$ cat config.mk
export PLATFORM = sky130hd
export DESIGN_NAME = led_blink_mode_classifier
export DESIGN_NICKNAME = d
export VERILOG_FILES = /design/src/rtl/core/lbmc_pkg.sv /design/src/rtl/core/led_blink_mode_classifier.sv
export SDC_FILE = /design/constraint.sdc
export NUM_CORES = 1
export LEC_CHECK = 0
export ABC_AREA = 1
export BUFFER_PORTS_ARGS = -buffer_cell sky130_fd_sc_hd__buf_2
export CAP_MARGIN = 5
export CORE_UTILIZATION = 50
export CTS_BUF_LIST = sky130_fd_sc_hd__clkbuf_4
export DETAILED_ROUTE_END_ITERATION = 12
export PLACE_DENSITY = 0.71
export SETUP_SLACK_MARGIN = 0.2
export SLEW_MARGIN = 20
export SYNTH_ARGS = -nofsm -noshare
export SYNTH_HDL_FRONTEND = slang
export SYNTH_SLANG_ARGS = --single-unit
$ cat constraint.sdc
create_clock -name clk -period 10.7 [get_ports clk]
set_clock_uncertainty 0.15 [all_clocks]
set_input_delay 2.14 -clock clk [delete_from_list [all_inputs] [get_ports clk]]
set_output_delay 2.14 -clock clk [all_outputs]
set_load 0.02 [all_outputs]
$ cat src/rtl/core/lbmc_pkg.sv
// Shared codes and constants for the LED blink mode classifier.
// Depends on nothing; imported by led_blink_mode_classifier, lbmc_mode_checker and tb.
`timescale 1ns / 1ps

package lbmc_pkg;

	// Field widths fixed by the interface.
	localparam int SIG_W   = 2;
	localparam int NOW_W   = 32;
	localparam int MODE_W  = 2;
	localparam int CFG_W   = 16;
	localparam int COUNT_W = 4;
	localparam int IDX_W   = 3;

	// Sampled signal codes. The unused code is treated as low.
	localparam logic [SIG_W-1:0] SIG_LOW   = 2'd0;
	localparam logic [SIG_W-1:0] SIG_HIGH  = 2'd1;
	localparam logic [SIG_W-1:0] SIG_BLINK = 2'd2;

	// Reported modes.
	localparam logic [MODE_W-1:0] MODE_OFF   = 2'd0;
	localparam logic [MODE_W-1:0] MODE_ON    = 2'd1;
	localparam logic [MODE_W-1:0] MODE_BLINK = 2'd2;

	// Configuration register indexes.
	localparam logic [IDX_W-1:0] REG_MIN_HALF  = 3'd0;
	localparam logic [IDX_W-1:0] REG_MAX_HALF  = 3'd1;
	localparam logic [IDX_W-1:0] REG_EDGES_REQ = 3'd2;
	localparam logic [IDX_W-1:0] REG_STALE     = 3'd3;
	localparam logic [IDX_W-1:0] REG_OFF_IGN   = 3'd4;

	// Register values after reset.
	localparam logic [CFG_W-1:0]   RST_MIN_HALF  = 16'd100;
	localparam logic [CFG_W-1:0]   RST_MAX_HALF  = 16'd1000;
	localparam logic [COUNT_W-1:0] RST_EDGES_REQ = 4'd4;
	localparam logic [CFG_W-1:0]   RST_STALE     = 16'd2000;
	localparam logic [CFG_W-1:0]   RST_OFF_IGN   = 16'd500;

endpackage

$ cat src/rtl/core/led_blink_mode_classifier.sv
// LED blink mode classifier: input register, combinational state update, result register.
// Depends on lbmc_pkg for signal, mode and register codes.
`timescale 1ns / 1ps

// The classifier takes one LED sample per request on the sample channel, each a signal
// state (low, high, or blinking already detected) and a millisecond timestamp, and returns
// one request on the mode channel with the LED mode (off, on or blinking) at that timestamp.
// A new sample is accepted on every clock while the mode channel keeps taking results, so
// the sustained rate is one sample per cycle. A sample is held in the input register
// until the result register frees up; its result is then written to the result
// register and offered on the mode channel. The rate rests on the tracking-state update,
// which works out the level, time stamps and edge counter combinationally and writes
// them together with the result, so the following sample always sees the updated state.
// Timestamps are used modulo 2^TIME_BITS: narrower settings drop the upper bits of now_ms,
// wider ones zero-extend it. Configuration registers should be written only while no sample
// is in flight; an index above the last register is ignored.
module led_blink_mode_classifier
	import lbmc_pkg::*;
#(
	parameter int TIME_BITS = 32
) (
	input  logic               clk,
	input  logic               arst_n,
	// Configuration write port.
	input  logic               cfg_wen,
	input  logic [IDX_W-1:0]   cfg_index,
	input  logic [CFG_W-1:0]   cfg_wdata,
	// Sample channel.
	input  logic               sample_valid,
	output logic               sample_stall,
	input  logic [SIG_W-1:0]   signal_state,
	input  logic [NOW_W-1:0]   now_ms,
	// Mode channel.
	output logic               mode_valid,
	input  logic               mode_stall,
	output logic [MODE_W-1:0]  led_mode
);

	// Configuration registers.
	logic [CFG_W-1:0]   min_half_q;
	logic [CFG_W-1:0]   max_half_q;
	logic [COUNT_W-1:0] edges_req_q;
	logic [CFG_W-1:0]   stale_q;
	logic [CFG_W-1:0]   off_ign_q;

	// Tracking state.
	logic                 last_level_q;
	logic                 init_q;
	logic                 seen_on_q;
	logic [TIME_BITS-1:0] last_change_q;
	logic [TIME_BITS-1:0] last_on_q;
	logic [TIME_BITS-1:0] last_edge_q;
	logic [COUNT_W-1:0]   edge_count_q;

	// Input register and result register.
	logic                 valid_s1;
	logic [SIG_W-1:0]     sig_s1;
	logic [TIME_BITS-1:0] now_s1;
	logic                 valid_s2;
	logic [MODE_W-1:0]    mode_s2;

	// Next tracking state and mode for the sample held in the input register.
	logic                 level_n;
	logic                 seen_on_n;
	logic [TIME_BITS-1:0] last_change_n;
	logic [TIME_BITS-1:0] last_on_n;
	logic [TIME_BITS-1:0] last_edge_n;
	logic [COUNT_W-1:0]   edge_count_n;
	logic                 is_high;
	logic                 is_blink;
	logic [TIME_BITS-1:0] gap;
	logic [TIME_BITS-1:0] edge_age;
	logic [TIME_BITS-1:0] on_age;
	logic                 in_window;
	logic [MODE_W-1:0]    mode_n;

	logic advance;
	logic update;

	// The result register frees up whenever it is empty or its request is taken.
	assign advance      = !(valid_s2 && mode_stall);
	assign update       = valid_s1 && advance;
	assign sample_stall = valid_s1 && !advance;

	assign mode_valid = valid_s2;
	assign led_mode   = mode_s2;

	// Configuration writes.
	always_ff @(posedge clk or negedge arst_n) begin
		if (!arst_n) begin
			min_half_q  <= RST_MIN_HALF;
			max_half_q  <= RST_MAX_HALF;
			edges_req_q <= RST_EDGES_REQ;
			stale_q     <= RST_STALE;
			off_ign_q   <= RST_OFF_IGN;
		end else if (cfg_wen) begin
			case (cfg_index)
				REG_MIN_HALF:  min_half_q  <= cfg_wdata;
				REG_MAX_HALF:  max_half_q  <= cfg_wdata;
				REG_EDGES_REQ: edges_req_q <= cfg_wdata[COUNT_W-1:0];
				REG_STALE:     stale_q     <= cfg_wdata;
				REG_OFF_IGN:   off_ign_q   <= cfg_wdata;
				default: begin
				end
			endcase
		end
	end

	// Input register: takes a new sample whenever it is empty or moving on.
	always_ff @(posedge clk or negedge arst_n) begin
		if (!arst_n) begin
			valid_s1 <= 1'b0;
		end else if (!sample_stall) begin
			valid_s1 <= sample_valid;
		end
	end

	always_ff @(posedge clk) begin
		if (!sample_stall && sample_valid) begin
			sig_s1 <= signal_state;
			now_s1 <= TIME_BITS'(now_ms);
		end
	end

	// State update for the sample in the input register.
	always_comb begin
		is_high  = (sig_s1 == SIG_HIGH);
		is_blink = (sig_s1 == SIG_BLINK);
		gap      = now_s1 - last_change_q;
		in_window = (gap >= TIME_BITS'(min_half_q)) && (gap <= TIME_BITS'(max_half_q));

		level_n       = last_level_q;
		seen_on_n     = seen_on_q;
		last_change_n = last_change_q;
		last_on_n     = last_on_q;
		last_edge_n   = last_edge_q;
		edge_count_n  = edge_count_q;

		if (is_blink) begin
			// Blinking reported upstream: counter full, edge and high time now.
			seen_on_n    = 1'b1;
			last_on_n    = now_s1;
			last_edge_n  = now_s1;
			edge_count_n = edges_req_q;
		end else if (!init_q) begin
			// The first sample only records the level, its time and, if high, the high time.
			level_n       = is_high;
			last_change_n = now_s1;
			if (is_high) begin
				seen_on_n = 1'b1;
				last_on_n = now_s1;
			end
		end else begin
			if (is_high) begin
				seen_on_n = 1'b1;
				last_on_n = now_s1;
			end
			if (is_high != last_level_q) begin
				if (in_window) begin
					if (edge_count_q < edges_req_q) begin
						edge_count_n = edge_count_q + COUNT_W'(1);
					end
					last_edge_n = now_s1;
				end else begin
					edge_count_n = '0;
				end
				level_n       = is_high;
				last_change_n = now_s1;
			end
		end
	end

	// Mode at the sample's timestamp, from the updated state.
	always_comb begin
		edge_age = now_s1 - last_edge_n;
		on_age   = now_s1 - last_on_n;
		if ((edge_count_n >= edges_req_q) && (edge_age <= TIME_BITS'(stale_q))) begin
			mode_n = MODE_BLINK;
		end else if (level_n) begin
			mode_n = MODE_ON;
		end else if (seen_on_n && (on_age < TIME_BITS'(off_ign_q))) begin
			mode_n = MODE_ON;
		end else begin
			mode_n = MODE_OFF;
		end
	end

	always_ff @(posedge clk or negedge arst_n) begin
		if (!arst_n) begin
			last_level_q  <= 1'b0;
			init_q        <= 1'b0;
			seen_on_q     <= 1'b0;
			last_change_q <= '0;
			last_on_q     <= '0;
			last_edge_q   <= '0;
			edge_count_q  <= '0;
		end else if (update) begin
			last_level_q  <= level_n;
			init_q        <= 1'b1;
			seen_on_q     <= seen_on_n;
			last_change_q <= last_change_n;
			last_on_q     <= last_on_n;
			last_edge_q   <= last_edge_n;
			edge_count_q  <= edge_count_n;
		end
	end

	// Result register.
	always_ff @(posedge clk or negedge arst_n) begin
		if (!arst_n) begin
			valid_s2 <= 1'b0;
		end else if (advance) begin
			valid_s2 <= valid_s1;
		end
	end

	always_ff @(posedge clk) begin
		if (update) begin
			mode_s2 <= mode_n;
		end
	end

	// A sample reported as blinking always classifies as blinking.
	a_blink_sample: assert property (@(posedge clk) disable iff (!arst_n)
		(update && sig_s1 == SIG_BLINK) |=> (mode_s2 == MODE_BLINK))
		else $error("blinking sample did not report blinking");

	// A high sample can never classify as off.
	a_high_not_off: assert property (@(posedge clk) disable iff (!arst_n)
		(update && sig_s1 == SIG_HIGH) |=> (mode_s2 != MODE_OFF))
		else $error("high sample reported off");

	// The input side only stalls when both registers hold a sample.
	a_stall_full: assert property (@(posedge clk) disable iff (!arst_n)
		sample_stall |-> (valid_s1 && valid_s2))
		else $error("sample stalled with room in the pipeline");

	// Any processed sample leaves the tracker initialised.
	a_init_after_update: assert property (@(posedge clk) disable iff (!arst_n)
		update |=> init_q)
		else $error("tracker not initialised after a sample");

endmodule

==> summary by stage, run 1 <==
Run status
The run finished with clean final reports.

Critical path
The maximum single-stage delay on the critical path is about 0.54 ns. The required time of the critical path is between 10 and 15 ns. Counting stages on the worst path, the most repeated cell is sky130_fd_sc_hd__nand2_1. The worst setup path is captured at a register. The cell depth of the worst flop-to-flop path is 42. In this run the critical register-to-register path is captured at led_mode[0]. The startpoint identified for the worst register-to-register timing path is now_s1[1]. In this run the worst path has a maximum fanout of 64. The worst-case register-to-register setup slack is approximately 2.8 ns. The type of the setup path with the least slack is reg -> reg.

Among all stages on the critical path, the largest delay is contributed by sky130_fd_sc_hd__fa_1. The worst setup path is launched from a register. At the worst endpoint, the arrival time is approximately 8 ns.

Die
The width of the chip is between 150 and 200 µm. The die footprint is between 30000 and 40000 µm². The die is between 150 and 200 µm tall. After floorplanning, the core was sized to cover about 33000 µm².

The top-level port count is 62. The initial core utilization is ~51%. The number of cell rows is 66.

Clocking
Buffers added to address setup during post-CTS repair amount to 0. After clock tree synthesis, the clock-pin slew on the worst setup and hold paths is around 0.070 ns. The number of buffers inserted for hold repair after clock tree synthesis is 0. CTS placed an instance of sky130_fd_sc_hd__clkbuf_4 at the clock tree root. Counting the buffers created by CTS gives 57. TritonCTS built the clock tree. The number of buffers on the longest clock path is 3. The clock tree synthesis step divided the H-tree into 2 levels. The total of cells resized after clock tree synthesis is 0.

For the worst-skew pair, the clock arrives at the later sink with an insertion delay of around 0.77 ns. The number of sinks handled by clock tree synthesis is approximately 210.

Synth
Sorting the synthesized cells by area gives the leading types as sky130_fd_sc_hd__dfrtp_1 23%, sky130_fd_sc_hd__nand2_1 15%, sky130_fd_sc_hd__ha_1 12%, sky130_fd_sc_hd__inv_1 8.4%, sky130_fd_sc_hd__o21ai_0 6.6%. The async set or reset register ratio after synthesis is approximately 83%. The total nets after synthesis is about 2600. During synthesis, Yosys emitted a total of 0 warnings. The unique cell type count in the Yosys netlist is 48. The share of the synthesized area in the top cell type is between 20% and 30%. The synthesized design contains between 200 and 250 register bits.

The number of synthesized flops with an enable pin is 36. The synthesized area is 16700 µm². The synthesized area per cell is between 7 and 8 µm².

Summed over all instances, the cell type with the most area after synthesis is sky130_fd_sc_hd__dfrtp_1. The sequential area share after synthesis is between 30% and 40%. The post-synthesis cell count is ~2400. Among all flip-flop cells after synthesis, the most frequent one is sky130_fd_sc_hd__dfrtp_1.

Hold path
The worst hold path terminates at seen_on_q. The type of the worst min-delay path is reg -> reg. The startpoint of the most critical hold path is seen_on_q.

The cell depth of the worst hold path is 2.

Route
The post-detailed-route count of antenna-violating nets is 0. The routed design has slightly above 50000 µm of wire. In the final routed layout, each cell accounts on average for approximately 17 µm. In the routed layout, each cell is associated on average with a via count of between 5 and 6. The first-pass iteration count of the detailed router is 5. The remaining routing DRC violations is 0. Detailed routing inserted a total of between 15000 and 20000 vias. For this block, the initial DRC count from the detailed router was ~1100.

Place
The sum of net half-perimeters after detailed placement is ~41000 µm. At the end of routability-driven placement, the weighted congestion stood at approximately 0.96. The count of port buffers added during placement is 61.

In this run the cell area measured after placement is about 17000 µm². The minimum setup slack after placement is between 2 and 3 ns.

STA
The worst path setup slack after routing is ~2.8 ns. Setup violations remaining at the end of the flow were counted as 0. The worst path needs 7.91 ns of the cycle, external delays included. The setup TNS after final layout is 0 ns.

The relative slew slack is a little under 30%. The final number of hold-violating endpoints came to 0. Setup repair after global routing left no endpoint under its margin.

For the pin with the worst max-slew slack, the measured transition is ~1.1 ns. The final clock period utilization by the worst path is 73.9%. The number of pins with negative max-slew slack in the final report came to 0. Based on the critical path, the design can be clocked at up to 126 MHz.

Flow run
The number of violations of the max-capacitance limit is 0.

Power and ir drop
Dividing total power by cell area gives a power density of 261 nW/µm². The overall power after layout is 4.74 mW. The highest ir drop seen on vdd is around 0.00013 V. The leakage power total is 9.48 nW.

Global routing
The overall fraction of global-route tracks in use is between 30% and 40%. Entering global routing, the biggest net connects 105 pins. The first-pass GRT wire length is 81200 µm.

The initial antenna violation count was 2. The via count of the first global-routing pass is 15534. Global routing finished with a remaining overflow of 0.

Layout
The layout cell share with drive strength beyond 1 is between 10% and 20%. Measured on the finished design, the core utilization comes to a little under three fifths. The final net count is between 2000 and 3000. Compared with the post-synthesis result, the final layout area differs by 8.58%. The post-layout instance area is 18200 µm².
-- placed cells by master (no fill, tap or decap), drive strengths merged --
cell	n
a21o	13
xor2	47
a31oi	2
o31ai	1
a22oi	1
o211ai	3
nor3b	1
nand3	88
a211oi	3
inv	381
o21ai	290
a21boi	7
dfrtp	151
xnor2	15
nand3b	13
ha	165
o221ai	5
or3b	1
dfstp	22
o21bai	5
and2	3
clkbuf	87
or2	3
bufinv	1
nor3	21
nand2	701
clkinv	19
fa	3
buf	66
edfxtp	36
nor4	2
nor2	164
diode	1
a21oi	125
nand4	29
o21a	3
o22a	1
-- per-layer routing --
layer | track usage [%] | part of all wire, % | vias up
met2 | 48.3 | 44 | 510
met5 | 0 | 0 | -
met4 | 14.4 | 4.4 | 0
li1 | - | - | 7796
met1 | 42.4 | 46 | 7384
met3 | 4.05 | 6.0 | 115
-- layout make-up --
type	instances	area, µm²
diodes	1	2.50
clock buffers	87	653
well taps	442	553
inverters	381	1430
repair buffers	66	353
flip-flops and latches	209	5440
clock inverters	20	119
fillers	3275	14500
multi-input cells	1715	9620
-- cell usage after synthesis (5+ instances only) --
master                     instances
sky130_fd_sc_hd__nand3_1          85
sky130_fd_sc_hd__a21o_1           13
sky130_fd_sc_hd__inv_1           373
sky130_fd_sc_hd__nand3b_1         13
sky130_fd_sc_hd__nand2_1         666
sky130_fd_sc_hd__buf_12            6
sky130_fd_sc_hd__inv_2             7
sky130_fd_sc_hd__nor2_1          156
sky130_fd_sc_hd__nand2_2          34
sky130_fd_sc_hd__ha_1            165
sky130_fd_sc_hd__o21bai_1          5
sky130_fd_sc_hd__a21boi_0          7
sky130_fd_sc_hd__nand4_1          29
sky130_fd_sc_hd__o21ai_2          60
sky130_fd_sc_hd__o21ai_0         220
sky130_fd_sc_hd__xnor2_1          15
sky130_fd_sc_hd__nor3_1           20
sky130_fd_sc_hd__a21oi_1         125
sky130_fd_sc_hd__dfstp_2          22
sky130_fd_sc_hd__clkbuf_1         38
sky130_fd_sc_hd__o221ai_1          5
sky130_fd_sc_hd__edfxtp_1         36
sky130_fd_sc_hd__xor2_1           47
sky130_fd_sc_hd__dfrtp_1         151
sky130_fd_sc_hd__o21ai_1          10
sky130_fd_sc_hd__nor2_2            7
-- power breakdown --
part	internal [mW]	switching (mW)	leakage, nW	total (mW)
logic	0.986	1.81	6.56	2.79
registers	1.04	0.150	2.46	1.19
clock network	0.398	0.361	0.464	0.759
total	2.42	2.32	9.48	4.74
-- stage by stage --
step | cells | hold WS [ns]
after floorplan | 2350 | 0.273
after global placement | 2812 | 0.287
after detailed placement | 2812 | 0.291
after CTS | 2919 | 0.313
after global routing | 2921 | 0.328
final | 2921 | 0.316
-- flip-flops by register name, summed over array words and instances (netlist names) --
name / cells
stale_q: 16
init_q: 1
last_level_q: 1
sig_s1: 2
seen_on_q: 1
last_edge_q: 32
edges_req_q: 4
valid_s1: 1
edge_count_q: 4
last_on_q: 32
now_s1: 32
led_mode: 2
max_half_q: 16
last_change_q: 32
min_half_q: 16
mode_valid: 1
off_ign_q: 16
-- worst max-delay path, delay by kind of cell (launching register included) --
family / cells / cell delay (ns)
DFF: 1 / 0.50
and+or+nand+nor: 30 / 4.09
adders and majority gates: 5 / 1.50
AOI/OAI and AO/OA: 3 / 0.51
xor gates and xnor gates: 2 / 0.54
buffers and inverters: 2 / 0.28
-- cell families after synthesis --
logic type / after synthesis / synth area share, %
simple gates: 1026 / 25.7
compound gates: 459 / 15.8
fa+ha+maj: 168 / 12.7
flops: 209 / 32.5
buf+inv: 426 / 10.1
xor+xnor: 62 / 3.24
-- worst max path at each step --
stage               slack [ns]           to  cells after the start  startpoint
floorplan                 4.84  led_mode[0]                     45   now_s1[0]
global placement          3.05  led_mode[0]                     42   now_s1[1]
detailed placement        2.93  led_mode[0]                     42   now_s1[1]
CTS                       2.87  led_mode[0]                     42   now_s1[1]
global route              2.23  led_mode[0]                     44   now_s1[1]
finish                    2.79  led_mode[0]                     42   now_s1[1]
Note: power is estimated with default switching activity, not from simulation.
==> run 2: changes to the inputs <==
==> constraint.sdc (replaced) <==
create_clock -name clk -period 8 [get_ports clk]
set_clock_uncertainty 0.15 [all_clocks]
set_input_delay 1.6 -clock clk [delete_from_list [all_inputs] [get_ports clk]]
set_output_delay 1.6 -clock clk [all_outputs]
set_load 0.02 [all_outputs]
==> summary by stage, run 2 (synthesis results as in run 1) <==
Die
The number of cell rows is 66 (unchanged). The top-level port count is 62 (unchanged). The initial core utilization came to 51.2% (unchanged). The die outline height is 185 µm (unchanged). The width of the chip came to 185 µm (unchanged). The die footprint is 34200 µm² (unchanged). The core box area is 32700 µm² (unchanged).

Critical path
The library cell contributing the largest single delay on the critical path is sky130_fd_sc_hd__edfxtp_1 (was sky130_fd_sc_hd__fa_1). The arrival time at the worst endpoint is 7.57 ns (was 8.21 ns). The dominant cell type by count on the critical path is sky130_fd_sc_hd__nand2_1 (unchanged). The cell class contributing the biggest share of worst-path delay is simple AND/OR/NAND/NOR gates (unchanged). The beginning of the critical path is now_s1[5] (was now_s1[1]). The buffering stage count on the worst path with inverters included is 8 (was 2). The maximum fanout along the worst path is 32 (was 64). The maximum single-stage delay on the critical path was 0.55 ns (was 0.54 ns). The type of the setup path with the least slack is reg -> reg (unchanged). The kind of launch point of the worst setup path is a register (unchanged). The required time of the critical path is 8.32 ns (was 10.99 ns). The worst flop-to-flop path startpoint was now_s1[5] (was now_s1[1]).

The critical path capture point type is a register (unchanged).

Hold path
The type of the worst min-delay path is reg -> reg (unchanged). The startpoint of the most critical hold path is seen_on_q (unchanged).

Power and ir drop
The power share of the combinational group is 59.4% (was 59.0%). The leakage power total is 9.57 nW (was 9.48 nW). The highest ir drop seen on vdd is 0.000153 V (was 0.000125 V). The portion of total power attributed to the clock network was 15.7% (was 16.0%). The internal power contribution came to 3.25 mW (was 2.42 mW).

The net switching fraction of the power is 48.9% (about the same). The net load switching power is 3.11 mW (was 2.32 mW). The power density normalized to cell area is 346 nW/µm² (was 261 nW/µm²). The portion of total power attributed to sequential cells is 24.9% (was 25.0%).

Layout
The layout cell share with drive strength beyond 1 was 13.4% (was 12.3%). The leading cell type in the layout, fill and taps excluded is sky130_fd_sc_hd__nand2_1 (unchanged). Leading cell types in the layout, fill and taps excluded: 663 x sky130_fd_sc_hd__nand2_1, 373 x sky130_fd_sc_hd__inv_1, 220 x sky130_fd_sc_hd__o21ai_0, 165 x sky130_fd_sc_hd__ha_1, 155 x sky130_fd_sc_hd__nor2_1 (was 664 x sky130_fd_sc_hd__nand2_1, 373 x sky130_fd_sc_hd__inv_1, 220 x sky130_fd_sc_hd__o21ai_0, 165 x sky130_fd_sc_hd__ha_1, 156 x sky130_fd_sc_hd__nor2_1). The area growth from synthesis to layout is 9.70% (was 8.58%).

The non-filler instance count after layout is 2937 (was 2921). The final net count is 2672 (was 2656). The filler cell count was 3239 (was 3275).

Route
The detail-routed via count per cell came to 5.39 (was 5.41). The first-pass iteration count of the detailed router is 5 (unchanged). The post-detailed-route count of antenna-violating nets is 0 (unchanged). The violation count after the first detailed-route iteration came to 1146 (was 1123). The remaining routing DRC violations is 0 (unchanged). The routed wire length is 51800 µm (was 51100 µm). The routed wirelength normalized by instance count is 17.6 µm (was 17.5 µm). The via count of the routed design is 15832 (was 15805).

Place
The final weighted congestion of routability-driven global placement was 0.938 (was 0.964). The instance count after placement with tap cells included came to 2819 (was 2812). The sum of net half-perimeters after detailed placement came to 41700 µm (was 41300 µm). The count of port buffers added during placement is 61 (unchanged).

Clocking
The buffer cell driving the clock tree root is sky130_fd_sc_hd__clkbuf_4 (unchanged). The number of buffers inserted for hold repair after clock tree synthesis is 0 (unchanged). The clock latency reported for the late side of the worst-skew pair was 0.73 ns (was 0.77 ns). The number of sinks handled by clock tree synthesis came to 209 (unchanged). The clock slew at the register clock pins of the worst setup and hold paths is 0.07 ns (about the same). The CTS tree is yes (unchanged). The number of buffers on the longest clock path is 3 (unchanged). The total CTS buffers is 57 (unchanged). The H-tree level count is 2 (unchanged).

STA
The relative slew slack is 29.5% (was 29.0%). The setup TNS after final layout is 0 ns (unchanged). The final number of hold-violating endpoints was 0 (unchanged). The hold slack is 0.306 ns (was 0.316 ns).

The slew of the pin with the lowest slew margin is 1.05 ns (was 1.06 ns). The maximum clock frequency is 138 MHz (was 126 MHz). Setup repair after global routing missed its margin: no (unchanged).

The final clock period utilization by the worst path came to 90.6% (was 73.9%). The number of pins with negative max-slew slack in the final report is 0 (unchanged). The number of failing setup endpoints in the final timing report is 0 (unchanged). The final period demand of the worst path is 7.25 ns (was 7.91 ns).

Run status
Status: completed (unchanged).

Global routing
The pin count of the biggest net entering global routing came to 70 (was 105). The first-pass GRT wire length came to 80400 µm (was 81200 µm). The sum of overflow across all layers after global routing is 0 (unchanged). The overall fraction of global-route tracks in use is 30.8% (was 30.9%). The initial antenna violation count is 2 (unchanged). The via count of the first global-routing pass is 15009 (was 15534).

Flow run
The number of violations of the max-capacitance limit is 0 (unchanged).
## run 2: changes by cell type in the layout (fill, tap and decap cells not counted), sizes merged
cell	before	now
clkbuf	87	94
nand2	701	704
bufinv	1	0
clkinv	19	13
buf	66	79
## run 2: per-stage QoR
step	power [mW]	utilization [%]	cell area, µm²	worst slack (ns)
floorplan	4.25	-	16700	2.14
global placement	5.22	53.3	17400	0.295
detailed placement	5.29	53.3	17400	0.257
CTS	6.32	55.6	18200	0.224
global route	6.96	56.1	18400	0.174
finish	6.36	56.1	18400	0.748
## run 2: repair_timing
item / CTS / global route
setup buffers: 0 / 6
setup endpoints to repair: 0 / 2
resized for setup: 0 / 10
## run 2: power by group through the flow
| stage | Sequential, mW | Combinational (mW) | Clock (mW) |
|---|---|---|---|
| after detailed placement | 1.59 | 3.70 | 0 |
| after CTS | 1.58 | 3.72 | 1.02 |
| after global placement | 1.58 | 3.64 | 0 |
| after global routing | 1.61 | 4.27 | 1.08 |
| after floorplan | 1.53 | 2.72 | 0 |
| final | 1.58 | 3.78 | 0.999 |
## run 2: final timing paths
kind                                          end  slack, ns  cells after the start
worst max-delay path                  led_mode[1]       0.75                     44
worst min register to register          seen_on_q       0.31                      2
max in group asynchronous       last_change_q[28]       5.74                      2
min in group asynchronous             stale_q[12]       0.72                      1
worst max register to register        led_mode[1]       0.75                     44
worst min-delay path                    seen_on_q       0.31                      2
## run 2: area by class of cell
class / instances / area, µm² / area share [%]
well taps: 442 / 553 / 3.01
diodes: 1 / 2.50 / 0.0136
clock buffers: 94 / 706 / 3.84
inverters: 381 / 1430 / 7.79
flip-flops and latches: 209 / 5440 / 29.6
repair buffers: 79 / 463 / 2.52
multi-input cells: 1718 / 9710 / 52.9
clock inverters: 13 / 57.6 / 0.314
## run 2: worst register-to-register path, delay by kind of cell, from the launching register on
family                     cells  cell delay, ns
adders and majority gates      3            0.98
xor gates and xnor gates       1            0.21
AOI/OAI and AO/OA              2            0.40
and+or+nand+nor               30            3.91
DFF                            1            0.55
buffers and inverters          8            0.77
## run 2: metal layers
layer  GRT usage [%]  wire length, µm  share of wire (%)  vias up
met2            48.5            23200                 45      445
li1                -                -                  -     7837
met4            13.3             2030                3.9        0
met3            3.50             2810                5.4       98
met1            42.6            23800                 46     7452
met5               0                0                  0        -
==> run 3: changes to the inputs <==
--- a/config.mk
+++ b/config.mk
@@ -9,7 +9,8 @@
 export BUFFER_PORTS_ARGS = -buffer_cell sky130_fd_sc_hd__buf_2
 export CAP_MARGIN = 5
 export CORE_UTILIZATION = 50
-export CTS_BUF_LIST = sky130_fd_sc_hd__clkbuf_4
+export CTS_BUF_LIST = sky130_fd_sc_hd__clkbuf_2
+export CTS_CLUSTER_SIZE = 20
 export DETAILED_ROUTE_END_ITERATION = 12
 export PLACE_DENSITY = 0.71
 export SETUP_SLACK_MARGIN = 0.2
==> summary by stage, run 3 (synthesis results as in run 1) <==
STA
The hold slack is 0.311 ns (was 0.306 ns). The slew of the pin with the lowest slew margin is 1.04 ns (was 1.05 ns). The setup TNS after final layout is 0 ns (unchanged). The final number of hold-violating endpoints came to 0 (unchanged). The maximum clock frequency is 138 MHz (about the same). The final period demand of the worst path is 7.27 ns (was 7.25 ns). Setup repair after global routing missed its margin: no (unchanged). The number of failing setup endpoints in the final timing report is 0 (unchanged).

The final clock period utilization by the worst path is 90.9% (was 90.6%). The number of pins with negative max-slew slack in the final report was 0 (unchanged). The relative slew slack was 30.7% (was 29.5%).

Clocking
The CTS tree is yes (unchanged). The buffer cell driving the clock tree root is sky130_fd_sc_hd__clkbuf_2 (was sky130_fd_sc_hd__clkbuf_4). The number of buffers on the longest clock path is 3 (unchanged).

The number of buffers inserted for hold repair after clock tree synthesis is 0 (unchanged). The H-tree level count came to 2 (unchanged). The clock latency reported for the late side of the worst-skew pair is 0.90 ns (was 0.73 ns). The total CTS buffers is 54 (was 57). The clock slew at the register clock pins of the worst setup and hold paths came to 0.09 ns (was 0.07 ns). The number of sinks handled by clock tree synthesis is 209 (unchanged).

Power and ir drop
The highest ir drop seen on vdd is 0.000156 V (was 0.000153 V). The net load switching power was 3.09 mW (was 3.11 mW). The leakage power total is 9.50 nW (was 9.57 nW). The portion of total power attributed to sequential cells is 25.9% (was 24.9%).

The internal power contribution is 3.01 mW (was 3.25 mW). The portion of total power attributed to the clock network was 12.2% (was 15.7%). The power share of the combinational group was 61.9% (was 59.4%).

The power density normalized to cell area is 337 nW/µm² (was 346 nW/µm²). The net switching fraction of the power is 50.7% (was 48.9%).

Flow run
The number of violations of the max-capacitance limit is 0 (unchanged).

Critical path
The cell class contributing the biggest share of worst-path delay was simple AND/OR/NAND/NOR gates (unchanged). The dominant cell type by count on the critical path is sky130_fd_sc_hd__nand2_1 (unchanged). The critical path capture point type was a register (unchanged). The maximum fanout along the worst path is 32 (unchanged). The arrival time at the worst endpoint was 7.73 ns (was 7.57 ns). The worst flop-to-flop path startpoint is now_s1[0] (was now_s1[5]). The library cell contributing the largest single delay on the critical path is sky130_fd_sc_hd__nand2_4 (was sky130_fd_sc_hd__edfxtp_1). The beginning of the critical path is now_s1[0] (was now_s1[5]).

The maximum single-stage delay on the critical path came to 0.40 ns (was 0.55 ns). The type of the setup path with the least slack was reg -> reg (unchanged). The buffering stage count on the worst path with inverters included is 7 (was 8). The required time of the critical path is 8.46 ns (was 8.32 ns). The kind of launch point of the worst setup path is a register (unchanged).

Die
The die footprint is 34200 µm² (unchanged). The width of the chip was 185 µm (unchanged). The initial core utilization came to 51.2% (unchanged). The core box area is 32700 µm² (unchanged).

The top-level port count is 62 (unchanged). The number of cell rows is 66 (unchanged). The die outline height was 185 µm (unchanged).

Global routing
The first-pass GRT wire length came to 80400 µm (about the same). The sum of overflow across all layers after global routing is 0 (unchanged). The via count of the first global-routing pass came to 15030 (was 15009).

The initial antenna violation count came to 2 (unchanged). The pin count of the biggest net entering global routing is 70 (unchanged). The overall fraction of global-route tracks in use is 30.8% (about the same).

Place
The post-detailed-placement cell area is 17400 µm² (unchanged). The count of port buffers added during placement is 61 (unchanged). The instance count after placement with tap cells included is 2819 (unchanged). The final weighted congestion of routability-driven global placement is 0.938 (unchanged). The sum of net half-perimeters after detailed placement came to 41700 µm (unchanged).

Layout
The final net count is 2669 (was 2672). The post-layout instance area came to 18100 µm² (was 18400 µm²). The leading cell type in the layout, fill and taps excluded was sky130_fd_sc_hd__nand2_1 (unchanged). The utilization of the core after routing came to 55.3% (was 56.1%). Leading cell types in the layout, fill and taps excluded: 663 x sky130_fd_sc_hd__nand2_1, 373 x sky130_fd_sc_hd__inv_1, 220 x sky130_fd_sc_hd__o21ai_0, 165 x sky130_fd_sc_hd__ha_1, 155 x sky130_fd_sc_hd__nor2_1 (unchanged). The area growth from synthesis to layout is 8.00% (was 9.70%). The non-filler instance count after layout is 2930 (was 2937).

The layout cell share with drive strength beyond 1 is 13.1% (was 13.4%).

Route
The remaining routing DRC violations was 0 (unchanged). The detail-routed via count per cell came to 5.37 (was 5.39). The violation count after the first detailed-route iteration is 1131 (was 1146).

The post-detailed-route count of antenna-violating nets is 0 (unchanged). The routed wire length is 51700 µm (was 51800 µm). The via count of the routed design is 15747 (was 15832).

The first-pass iteration count of the detailed router is 5 (unchanged). The routed wirelength normalized by instance count came to 17.6 µm (about the same).

Hold path
The type of the worst min-delay path is reg -> reg (unchanged). The startpoint of the most critical hold path is seen_on_q (unchanged).

Run status
Status: completed (unchanged).
[run 3: changes by cell type in the layout (fill, tap and decap cells not counted)]
cell                       previous run  this run
sky130_fd_sc_hd__diode_2              1         2
sky130_fd_sc_hd__buf_12               1         0
sky130_fd_sc_hd__clkinv_2             3         1
sky130_fd_sc_hd__clkbuf_2             0        89
sky130_fd_sc_hd__clkbuf_4            94         0
sky130_fd_sc_hd__clkinv_1             9         8
sky130_fd_sc_hd__buf_4               16        17
[run 3: cell type report]
type                       instances  area [µm²]
fill                            3274       14600
multi-input combinational       1718        9710
tap                              442         553
sequential                       209        5440
timing repair buffer              79         450
inverter                         381        1430
clock buffer                      89         445
antenna                            2        5.00
clock inverter                    10        43.8
[run 3: final timing paths]
| path | end | slack, ns | cells after the start |
|---|---|---|---|
| worst min-delay path | seen_on_q | 0.31 | 2 |
| worst min register to register | seen_on_q | 0.31 | 2 |
| min in group asynchronous | stale_q[12] | 0.54 | 1 |
| worst max-delay path | led_mode[1] | 0.73 | 41 |
| worst max register to register | led_mode[1] | 0.73 | 41 |
| max in group asynchronous | last_change_q[16] | 5.86 | 2 |
[run 3: worst register-to-register path, delay by kind of cell, from the launching register on]
family | cells | cell delay [ns]
buffers and inverters | 7 | 0.86
DFF | 1 | 0.39
xor gates and xnor gates | 1 | 0.19
AOI/OAI and AO/OA | 2 | 0.41
adders and majority gates | 4 | 1.15
and+or+nand+nor | 27 | 3.83
[run 3: power by group through the flow]
stage                     clock [mW]  combinational, mW  sequential, mW
after detailed placement           0               3.70            1.59
after global placement             0               3.64            1.58
after global routing           0.814               4.27            1.61
after floorplan                    0               2.72            1.53
after CTS                      0.764               3.72            1.57
final                          0.744               3.78            1.58
[run 3: routing by layer]
metal / wire, µm / GRT usage (%)
met1: 23600 / 42.5
met2: 23000 / 48.6
met3: 2890 / 3.32
met4: 2270 / 13.8
met5: 0 / 0
[run 3: what timing repair did]
item,in CTS,in global routing
gates cloned,1,2
setup buffers,0,6
pin swaps,1,0
gates resized for setup,0,10
hold endpoints to repair,0,0
setup endpoints to repair,1,2
[run 3: metrics by stage]
step	total power [mW]	setup WS, ns
floorplan	4.25	2.14
global placement	5.22	0.295
detailed placement	5.29	0.257
CTS	6.06	0.300
global route	6.70	0.187
finish	6.10	0.731
